--- src/rtl/priority_task_queue_assert.svh ---
// Assertion macros for the priority task queue.
`ifndef PRIORITY_TASK_QUEUE_ASSERT_SVH
`define PRIORITY_TASK_QUEUE_ASSERT_SVH

// same-cycle implication
`define PTQ_ASSERT_IMP(name, clk, rstn, ante, cons) \
    name: assert property (@(posedge clk) disable iff (!rstn) (ante) |-> (cons)) \
        else $error("priority_task_queue: check failed");

// next-cycle implication
`define PTQ_ASSERT_NXT(name, clk, rstn, ante, cons) \
    name: assert property (@(posedge clk) disable iff (!rstn) (ante) |=> (cons)) \
        else $error("priority_task_queue: check failed");

`endif

--- src/rtl/ptq_pkg.sv ---
// Shared types and constants of the priority task queue.
`default_nettype none
package ptq_pkg;

    localparam int PRIO_W     = 8;
    localparam int TIME_W     = 31;
    localparam int ID_W       = 16;
    localparam int STATUS_W   = 2;
    localparam int TOTAL_W    = 7;
    localparam int IN_DATA_W  = 56;
    localparam int OUT_DATA_W = 64;

    localparam logic REQ_INSERT = 1'b0;
    localparam logic REQ_POP    = 1'b1;

    localparam logic [STATUS_W-1:0] ST_OK    = 2'd0;
    localparam logic [STATUS_W-1:0] ST_FULL  = 2'd1;
    localparam logic [STATUS_W-1:0] ST_EMPTY = 2'd2;

    typedef struct packed {
        logic [ID_W-1:0]   id;
        logic [TIME_W-1:0] exec_time;
        logic [PRIO_W-1:0] prio;
    } t_task;

    typedef struct packed {
        logic  is_pop;
        t_task tsk;
    } t_req;

    typedef struct packed {
        logic [TOTAL_W-1:0]  total;
        t_task               tsk;
        logic [STATUS_W-1:0] status;
    } t_result;

endpackage
`default_nettype wire

--- src/rtl/ptq_front.sv ---
// Request front end: accept, decode and queue incoming items.
`default_nettype none
module ptq_front
    import ptq_pkg::*;
(
    input  wire logic                 i_clk,
    input  wire logic                 i_rst_n,
    input  wire logic                 i_tvalid,
    output logic                      o_tready,
    input  wire logic [IN_DATA_W-1:0] i_tdata,
    input  wire logic                 i_tuser,
    output logic                      o_req_valid,
    output t_req                      o_req,
    input  wire logic                 i_req_ready
);

    t_req       r_mem [2];
    logic       r_wr_ptr, n_wr_ptr;
    logic       r_rd_ptr, n_rd_ptr;
    logic [1:0] r_fill, n_fill;
    t_req       w_dec;
    logic       w_push;
    logic       w_pop;

    always_comb begin
        w_dec.is_pop        = (i_tuser == REQ_POP);
        w_dec.tsk.prio      = i_tdata[PRIO_W-1:0];
        w_dec.tsk.exec_time = i_tdata[PRIO_W+TIME_W-1:PRIO_W];
        w_dec.tsk.id        = i_tdata[PRIO_W+TIME_W+ID_W-1:PRIO_W+TIME_W];
    end

    assign o_tready    = (r_fill != 2'd2);
    assign o_req_valid = (r_fill != 2'd0);
    assign o_req       = r_mem[r_rd_ptr];
    assign w_push      = i_tvalid && o_tready;
    assign w_pop       = o_req_valid && i_req_ready;

    always_comb begin
        n_wr_ptr = w_push ? ~r_wr_ptr : r_wr_ptr;
        n_rd_ptr = w_pop ? ~r_rd_ptr : r_rd_ptr;
        n_fill   = r_fill + {1'b0, w_push} - {1'b0, w_pop};
    end

    always_ff @(posedge i_clk) begin
        if (!i_rst_n) begin
            r_wr_ptr <= 1'b0;
            r_rd_ptr <= 1'b0;
            r_fill   <= 2'd0;
        end else begin
            r_wr_ptr <= n_wr_ptr;
            r_rd_ptr <= n_rd_ptr;
            r_fill   <= n_fill;
        end
    end

    always_ff @(posedge i_clk) begin
        if (w_push) begin
            r_mem[r_wr_ptr] <= w_dec;
        end
    end

endmodule
`default_nettype wire

--- config.mk ---
export PLATFORM = sky130hd
export DESIGN_NAME = ptq_front
export DESIGN_NICKNAME = d
export VERILOG_FILES = /design/src/rtl/priority_task_queue_assert.svh /design/src/rtl/ptq_pkg.sv /design/src/rtl/ptq_front.sv
export SDC_FILE = /design/constraint.sdc
export NUM_CORES = 1
export LEC_CHECK = 0
export BUFFER_PORTS_ARGS = -buffer_cell sky130_fd_sc_hd__buf_4
export CAP_MARGIN = 25
export CORE_MARGIN = 3
export CORE_UTILIZATION = 24
export CTS_BUF_LIST = sky130_fd_sc_hd__clkbuf_4
export DETAILED_ROUTE_END_ITERATION = 8
export HOLD_SLACK_MARGIN = 0.02
export SKIP_LAST_GASP = 1
export SYNTH_ARGS = -nofsm -noshare
export SYNTH_HDL_FRONTEND = slang
export SYNTH_SLANG_ARGS = --single-unit
--- constraint.sdc ---
create_clock -name i_clk -period 3.26 [get_ports i_clk]
set_input_delay 0.163 -clock i_clk [delete_from_list [all_inputs] [get_ports i_clk]]
set_output_delay 0.163 -clock i_clk [all_outputs]
set_load 0.01 [all_outputs]
* Word level (Yosys, flattened, before mapping)
Memories as Yosys holds them, arrays and structs flattened. A register that Yosys moved wholly into a read port is not among the register bits. Index checks and enable logic that the tools add are counted.
Storage, ports and cells: flip-flop bits (word level) 4, latch bits 0, memory bits (writable) 112, ROM bits 0, output and inout bits 58, word-level logic and storage cells 16, memories kept 1
Operators by class: add/subtract/negate cells 2, multipliers 0, div/mod/pow operators 0, $lt $le $gt $ge 0, equal/unequal tests 1, shift-type cells 0, mux-type cells 4, bitwise logic cells 2, reductions and logical operators 3
Memories:
- r_mem | words 2, width 56, rd ports 1, clocked after Yosys merged registers in 1, wr ports 1, line ptq_front.sv:17 | t_req r_mem [2];
Operators by type and width (count):
- $mux W1 | 4
- $add A2 B1 Y2 | 1
- $logic_and A1 B1 Y1 | 2
- $ne A2 B2 Y1 const B | 1
- $not A1 Y1 | 2
- $reduce_bool A2 Y1 | 1
- $sub A2 B1 Y2 | 1

* Depth between registers and ports, before layout
Gate-level depths: netlist of the first run.
depth in word-level cells 4, depth in mapped cells 8, mapped depth without buffers 8

* Worst setup path after synthesis of the first run
No wires, ideal clock.
kind reg2reg, start register r_fill[0], end memory r_mem[0][0] in the netlist's numbering (enable), arrival 3.002 ns, required time 2.790 ns, path slack -0.212 ns, stages on the path, launching flop included 4, buffers on the path 0, clock period less this slack 3.472 ns, path through dfxtp_1 nand2b_1 nand2_1 nor2_1
Between the ends: word-level cells in the longest chain between the ends 4
Ends and longest elaborated chain:
- start: declaration | line ptq_front.sv:20 | logic [1:0] r_fill, n_fill;
- start signal: assignment | line ptq_front.sv:52 | r_fill <= n_fill;
- $ne A2 B2 Y1 | line ptq_front.sv:32 | assign o_tready = (r_fill != 2'd2);
- via o_tready | line ptq_front.sv:9 | output logic o_tready,
- $logic_and A1 B1 Y1 | line ptq_front.sv:35 | assign w_push = i_tvalid && o_tready;
- $mux W1 | line ptq_front.sv:57 | if (w_push) begin
- $mux W1 (implied by the code) | line ptq_front.sv:58 | r_mem[r_wr_ptr] <= w_dec;
- end: declaration | line ptq_front.sv:17
The timed path passes the listed nets, and every way through them passes these cells.

==> results of run 1 <==
==> worst max-delay path by stage <==
stage                                    start  cells after the start  slack [ns]                    end
after detailed placement  r_fill[0]$_SDFF_PN0_                      3        1.40  r_mem[1][0]$_DFFE_PP_
final                                flip-flop                      3        1.08               o_req[4]
after global placement    r_fill[0]$_SDFF_PN0_                      3        1.42  r_mem[1][0]$_DFFE_PP_
after CTS                            flip-flop                      2        0.83               o_req[3]
after global routing                 flip-flop                      3        0.88               o_req[3]
after floorplan           r_fill[0]$_SDFF_PN0_                      3        0.72  r_mem[0][0]$_DFFE_PP_
==> power by group <==
| part | internal, mW | switching, mW | total [mW] |
|---|---|---|---|
| Clock | 0.311 | 0.511 | 0.821 |
| Combinational | 0.731 | 0.513 | 1.24 |
| Sequential | 1.89 | 0.111 | 2.00 |
==> cells in the mapped netlist, drive strengths merged <==
cell | n | area, um^2
edfxtp | 112 | 3363
mux2 | 56 | 780.8
buf | 6 | 61.30
dfxtp | 5 | 100.1
xnor2 | 3 | 26.28
and2 | 2 | 12.51
ha | 2 | 25.02
nand2 | 2 | 7.510
nand2b | 2 | 12.51
nor2b | 2 | 12.51
and3 | 1 | 6.260
inv | 1 | 3.750
mux2i | 1 | 10.01
nor2 | 1 | 3.750
o21a | 1 | 7.510
or2 | 1 | 6.260
==> worst reg2reg max path, delay by kind of cell (launching register included) <==
| kind | cells | cell delay [ns] |
|---|---|---|
| simple gates | 2 | 0.82 |
| buf+inv | 1 | 0.31 |
| flops | 1 | 0.37 |
==> routing by layer <==
layer  wire length [um]  vias up
met5                  0        -
met4                180        0
met3                412       13
met2               4562       76
met1               3507     1210
li1                   -     1162
==> logic make-up after synthesis <==
logic type,count (synthesis)
compound gates,1
xor+xnor,3
fa+ha+maj,2
buf+inv,7
flops,117
mux,57
simple gates,11
==> area by class of cell <==
cell class / instances / area [um^2]
fill: 1734 / 11680
sequential: 117 / 3467
tap: 229 / 286.5
timing repair buffer: 179 / 1514
clock buffer: 20 / 150.1
clock inverter: 11 / 63.81
multi-input combinational: 74 / 919.6
antenna: 1 / 2.502
inverter: 1 / 3.754
==> state kept, by name, summed over array words and instances, names as in the netlist, named ones only <==
register and cells:
r_mem 112, r_rd_ptr 1, r_wr_ptr 1, r_fill 2
==> per-stage QoR <==
stage	utilization [%]	setup WS [ns]	area [um^2]	instances
6_report	35.43	1.082	6407	632
3_3_place_gp	30.91	1.419	5590	541
4_1_cts	35.30	0.8350	6385	630
5_1_grt	35.43	0.8792	6407	632
2_1_floorplan	-	0.7212	4442	198
3_5_place_dp	30.91	1.396	5590	541
==> layout by cell type, fill, tap and decap left out, types with 3 or more instances in the layout <==
| cell type | netlist | final |
|---|---|---|
| buf_4 | 0 | 119 |
| dlygate4sd3_1 | 0 | 58 |
| clkbuf_4 | 0 | 20 |
| mux2_2 | 16 | 16 |
| clkinv_2 | 0 | 5 |
| clkinvlp_4 | 0 | 3 |
| dfxtp_1 | 5 | 4 |
| edfxtp_1 | 112 | 112 |
| mux2_4 | 40 | 40 |
| xnor2_1 | 3 | 3 |
==> out/results.txt, run 1 <==
Slew HR: 52.96%
Share of layout cells above drive strength 1: 52.24%
Die area: 20170 um^2
GRT met3 Usage: 2.991%
Fmax: 0.4591 GHz
Setup skew after layout: 0.009378 ns
Initial drt markers: 82
TritonCTS clock tree: yes
CP Launch Type: flip-flop
Fin. max-slew vios: 0
Ys Warns: 0
Wire per inst: 13.70 um
Cell Area, Synth: 4439 um^2
Die Y: 142.0 um
Max incr delay on CP: 0.67 ns
Cells after synthesis: 198
P&R area growth vs syn: 44.33%
Clock root buffer: clkbuf_4
Worst r2r src: r_fill[0]$_SDFF_PN0_
Setup repair bufs after CTS: 0
Leak Pwr: 2.449 nW
Vias per inst: 3.894
DR vias: 2461
GR peak layer: met2
Max-cap violations: 0
Avg Inst Size Synth: 22.42 um^2
Reg2Reg Setup Slack: 1.44 ns
Critical path endpoint category: primary output
Detail Route Antenna Nets: 0
Outcome: finished, final reports clean
H-tree depth: 4
Fin crit share: 66.82%
Synth Area in XOR/XNOR: 0.5919%
Worst Path Required: 3.10 ns
RSZ-0062 raised after global routing: false
Simple-gate share of the synthesized area: 1.381%
Setup Viol. Count Final: 0
Grt total ovfl: 0
Nets@finish: 453
Peak VDD IR: 0.0003681 V
Hold_sp: i_req_ready
Cts bufs inserted: 17
Clock slew at the register clock pins of the worst setup and hold paths: 0.10 ns
Site Rows: 49
Hold Path Class: primary input to flip-flop
Global-route usage over all layers: 8.978%
Synth Area in Compound Gates: 0.1691%
Power per cell area: 634.4 nW/um^2
Netlist cell types: 18
Syn Nets: 261
Largest family of logic cells by synthesized area: multiplexers
WHS: 0.1250 ns
Io pins: 119
#FFs+latches synth: 117
Worst Tran Pin Value: 0.7056 ns
Total power: 4.065 mW
Worst-case clock buffer depth: 2
Final Hold Viols: 0
# port buffers: 117
Clock sink count: 117
Core region area: 18090 um^2
Worst Path Buf+Inv: 2
# hold bufs at CTS: 58
Grt met1 use: 10.16%
Reg2Reg Capture Point: r_mem[1][3]$_DFFE_PP_
Tmin final: 2.178 ns
Drt pass-1 iters: 4
Critical Setup Path Class: flip-flop to primary output
Sequential-to-total area share from yosys stat: 78.02%
Area share of fa/ha/maj cells after synthesis: 0.5637%
GR Util met2: 15.16%
Hold Path Stages: 4
Hpwl dp: 5657 um
WHS Endpoint: r_rd_ptr$_SDFFE_PN0P_
Critical path peak fanout: 29
Final setup TNS: 0 ns
Remaining DRCs: 0
Crit path DAT: 2.02 ns
Maximum number of pins on one net before global-route repair: 57
Final wirelength: 8661 um
Crit-path cells: buf_12 -> mux2_2 -> buf_4
Number of antenna violations at the first check in global routing: 1
Vias in the first global route: 2652
Final RePlAce weighted congestion: 0.6648
Multiplexer area fraction after synthesis: 17.81%
Cell family with most CP delay: flip-flops
Crit-path slowest cell: dfxtp_4
Initial Utilization: 24.55%
Clock Latency Late Sink: 0.48 ns
First-pass GRT wire length: 13590 um
Die W: 142.0 um
CTS resizes: 0
R2R depth: 3
Note: power is estimated with default switching activity, not from simulation.
==> inputs of run 2 (changes only) <==
--- a/config.mk
+++ b/config.mk
@@ -5,6 +5,7 @@
 export SDC_FILE = /design/constraint.sdc
 export NUM_CORES = 1
 export LEC_CHECK = 0
+export ABC_AREA = 1
 export BUFFER_PORTS_ARGS = -buffer_cell sky130_fd_sc_hd__buf_4
 export CAP_MARGIN = 25
 export CORE_MARGIN = 3
==> constraint.sdc (replaced) <==
create_clock -name i_clk -period 1.9 [get_ports i_clk]
set_input_delay 0.095 -clock i_clk [delete_from_list [all_inputs] [get_ports i_clk]]
set_output_delay 0.095 -clock i_clk [all_outputs]
set_load 0.01 [all_outputs]
==> out/results.txt, run 2 <==
Outcome: finished, final reports clean (unchanged)
Maximum number of pins on one net before global-route repair: 38 (was 57)
Worst slack, placed: 0.3547 ns (was 1.396 ns)
First-pass GRT wire length: 13640 um (was 13590 um)
Final Hold Viols: 0 (unchanged)
Worst Path Required: 1.80 ns (was 3.10 ns)
Post-layout util: 37.07% (was 35.43%)
Commonest non-fill, non-tap cells in the layout: buf_4, edfxtp_1, dlygate4sd3_1 (unchanged)
Hpwl dp: 5889 um (was 5657 um)
Largest registers: r_mem x112, r_fill x2 (unchanged)
Most frequent cell after synthesis: edfxtp_1 (unchanged)
# port buffers: 117 (unchanged)
Area leader, netlist: edfxtp_1 (unchanged)
Grt total ovfl: 0 (unchanged)
Setup Viol. Count Final: 0 (unchanged)
Fmax: 0.5593 GHz
Fin. max-slew vios: 0 (unchanged)
Avg Inst Size Synth: 21.17 um^2 (was 22.42 um^2)
Site Rows: 49 (unchanged)
Nets@finish: 480 (was 453)
Worst-case clock buffer depth: 2 (unchanged)
Clock slew at the register clock pins of the worst setup and hold paths: 0.11 ns (was 0.10 ns)
ANT cells: 0 (was 1)
Critical Setup Path Class: flip-flop to primary output (unchanged)
Reg2Reg Setup Slack: 0.34 ns (was 1.44 ns)
Largest register FFs: 112 (unchanged)
Reg2Reg Capture Point: r_fill[1]$_SDFF_PN0_ (was r_mem[1][3]$_DFFE_PP_)
Flop pwr share: 43.7% (was 49.2%)
TritonCTS clock tree: yes (unchanged)
Final RePlAce weighted congestion: 0.7601 (was 0.6648)
Worst Setup EP: o_req[2] (was o_req[4])
R2R depth: 10 (was 3)
Slew HR: 78.95% (was 52.96%)
Vias per inst: 3.904 (was 3.894)
Final wirelength: 9703 um (was 8661 um)
Io pins: 119 (unchanged)
P&R area growth vs syn: 50.83% (was 44.33%)
Die Y: 142.1 um (was 142.0 um)
Fill count: 1687 (was 1734)
Clock Latency Late Sink: 0.51 ns (was 0.48 ns)
Critical path peak fanout: 7 (was 29)
Tmin final: 1.788 ns
Hold Path Class: primary input to flip-flop (unchanged)
Final worst slack: 0.1121 ns (was 1.082 ns)
Number of antenna violations at the first check in global routing: 0 (was 1)
CP Launch Type: flip-flop (unchanged)
Switching pwr: 2.076 mW (was 1.134 mW)
Cts bufs inserted: 17 (unchanged)
Netlist cell types: 12 (was 18)
Top FF cell, synth: edfxtp_1 (unchanged)
RSZ-0062 raised after global routing: true (was false)
Final Non-Filler Cells: 659 (was 632)
WHS: 0.3140 ns (was 0.1250 ns)
Wire per inst: 14.72 um (was 13.70 um)
Setup skew after layout: 0.01358 ns (was 0.009378 ns)
Total power: 7.716 mW (was 4.065 mW)
Share of layout cells above drive strength 1: 52.33% (was 52.24%)
DR vias: 2573 (was 2461)
Die area: 20190 um^2 (was 20170 um^2)
Top post-synthesis cells by area: edfxtp_1, mux2_4, mux2_2 (unchanged)
Power per cell area: 1151 nW/um^2 (was 634.4 nW/um^2)
Initial Utilization: 24.58% (was 24.55%)
Initial drt markers: 89 (was 82)
Worst r2r src: r_fill[0]$_SDFF_PN0_ (unchanged)
Core region area: 18090 um^2 (unchanged)
Logic pwr share: 32.5% (was 30.6%)
Sw Share: 26.90% (was 27.91%)
Syn Nets: 273 (was 261)
Global-route usage over all layers: 9.045% (was 8.978%)
Max-cap violations: 0 (unchanged)
Fin crit share: 94.10%
Register bank with the most flops: r_mem (unchanged)
#FFs+latches synth: 117 (unchanged)
Worst Tran Pin Value: 0.3157 ns (was 0.7056 ns)
Crit-path slowest cell: dfxtp_4 (unchanged)
Leak Pwr: 2.627 nW (was 2.449 nW)
Yosys top cell area share: 75.65% (was 75.76%)
Clock share of power: 23.8% (was 20.2%)
Drt pass-1 iters: 4 (unchanged)
Vias in the first global route: 2707 (was 2652)
Critical path endpoint category: primary output (unchanged)
Crit path DAT: 1.69 ns (was 2.02 ns)
Sequential-to-total area share from yosys stat: 77.91% (was 78.02%)
Most common cell after layout, fill and taps aside: buf_4 (unchanged)
Cells after synthesis: 210 (was 198)
Detail Route Antenna Nets: 0 (unchanged)
Share of synthesized flip-flops with an asynchronous set or reset: 0% (unchanged)
Remaining DRCs: 0 (unchanged)
Top post-synthesis cells by count: edfxtp_1, mux2_4, mux2_2, nand2_1, nor2_1 (was edfxtp_1, mux2_4, mux2_2, buf_6, dfxtp_1)
Clock root buffer: clkbuf_4 (unchanged)
Placed Cells: 557 (was 541)
Max incr delay on CP: 0.40 ns (was 0.67 ns)
Peak VDD IR: 0.0005167 V (was 0.0003681 V)
Post-synth EDFFs: 112 (unchanged)
Crit-path cells: buf_6 -> buf_16 -> mux2_2 -> buf_4 (was buf_12 -> mux2_2 -> buf_4)
Ys Warns: 0 (unchanged)
Cell Area, Synth: 4446 um^2 (was 4439 um^2)
Internal: 5.640 mW (was 2.930 mW)
Clock sink count: 117 (unchanged)
Die W: 142.1 um (was 142.0 um)
H-tree depth: 4 (unchanged)
## run 2: cell types whose count changed after synthesis, moves of 2 or more
cell      before  now
nor2b_1        2    0
nor2_1         1    8
nand2_1        2    9
and2_1         2    0
nand3_1        0    3
xnor2_1        3    0
nand2b_1       2    0
a21oi_1        0    2
inv_1          1    7
## run 2: final cells by class
class	count	area (um^2)	share of cell area, %
well taps	229	286.5	4.273
flip-flops and latches	117	3467	51.71
multi-input cells	80	904.6	13.49
repair buffers	194	1725	25.73
clock inverters	11	133.9	1.997
clock buffers	21	157.7	2.351
inverters	7	30.03	0.4478
## run 2: worst min path at each step
| stage | from | to | slack (ns) | cells past startpoint |
|---|---|---|---|---|
| floorplan | i_rst_n | r_fill[0]$_SDFF_PN0_ | 0.19 | 2 |
| global placement | i_tdata[10] | r_mem[1][10]$_DFFE_PP_ | 0.28 | 1 |
| detailed placement | i_tdata[45] | r_mem[1][45]$_DFFE_PP_ | 0.28 | 1 |
| CTS | i_tdata[13] | r_mem[0][13]$_DFFE_PP_ | 0.23 | 2 |
| global route | i_tdata[21] | r_mem[1][21]$_DFFE_PP_ | 0.23 | 2 |
| finish | i_tdata[52] | r_mem[1][52]$_DFFE_PP_ | 0.31 | 2 |
## run 2: kinds of logic after synthesis
family / Yosys count / synth area share [%]
DFF: 117 / 77.91
muxes: 56 / 17.56
and+or+nand+nor: 20 / 1.773
buffers and inverters: 13 / 1.970
AOI/OAI and AO/OA: 2 / 0.2252
adders and majority gates: 2 / 0.5628
## run 2: stage by stage
stage | cell area, um^2 | setup TNS [ns]
6_report | 6705 | 0
5_1_grt | 6705 | -0.1649
4_1_cts | 6559 | -0.2319
3_5_place_dp | 5669 | 0
2_1_floorplan | 4459 | 0
3_3_place_gp | 5669 | 0
## run 2: what timing repair did
| action | CTS | global route |
|---|---|---|
| buffers inserted | 0 | 7 |
| gates resized for setup | 1 | 2 |
| hold endpoints to repair | 117 | 0 |
| endpoints found under the setup margin | 13 | 36 |
| cloned | 0 | 4 |
| pin swaps | 0 | 0 |
| hold buffers | 59 | 0 |
## run 2: power by group through the flow
stage          sequential [mW]  combinational [mW]  clock (mW)
2_1_floorplan             3.40                1.27           0
3_3_place_gp              3.43                2.19           0
3_5_place_dp              3.45                2.21           0
4_1_cts                   3.39                2.33        1.94
5_1_grt                   3.40                2.71        2.07
6_report                  3.37                2.51        1.84
## run 2: worst max-delay path, delay by kind of cell (launching register included)
family / cells / cell delay, ns
flops: 1 / 0.40
buf+inv: 3 / 0.45
mux: 1 / 0.33
## run 2: per-layer routing
layer / wire (um) / GRT usage, % / vias to the layer above / share of wire [%]
met1: 4337 / 10.08 / 1247 / 45
li1: - / - / 1225 / -
met3: 565 / 3.931 / 13 / 5.8
met4: 109 / 3.939 / 0 / 1.1
met5: 0 / 0 / - / 0
met2: 4690 / 15.08 / 88 / 48
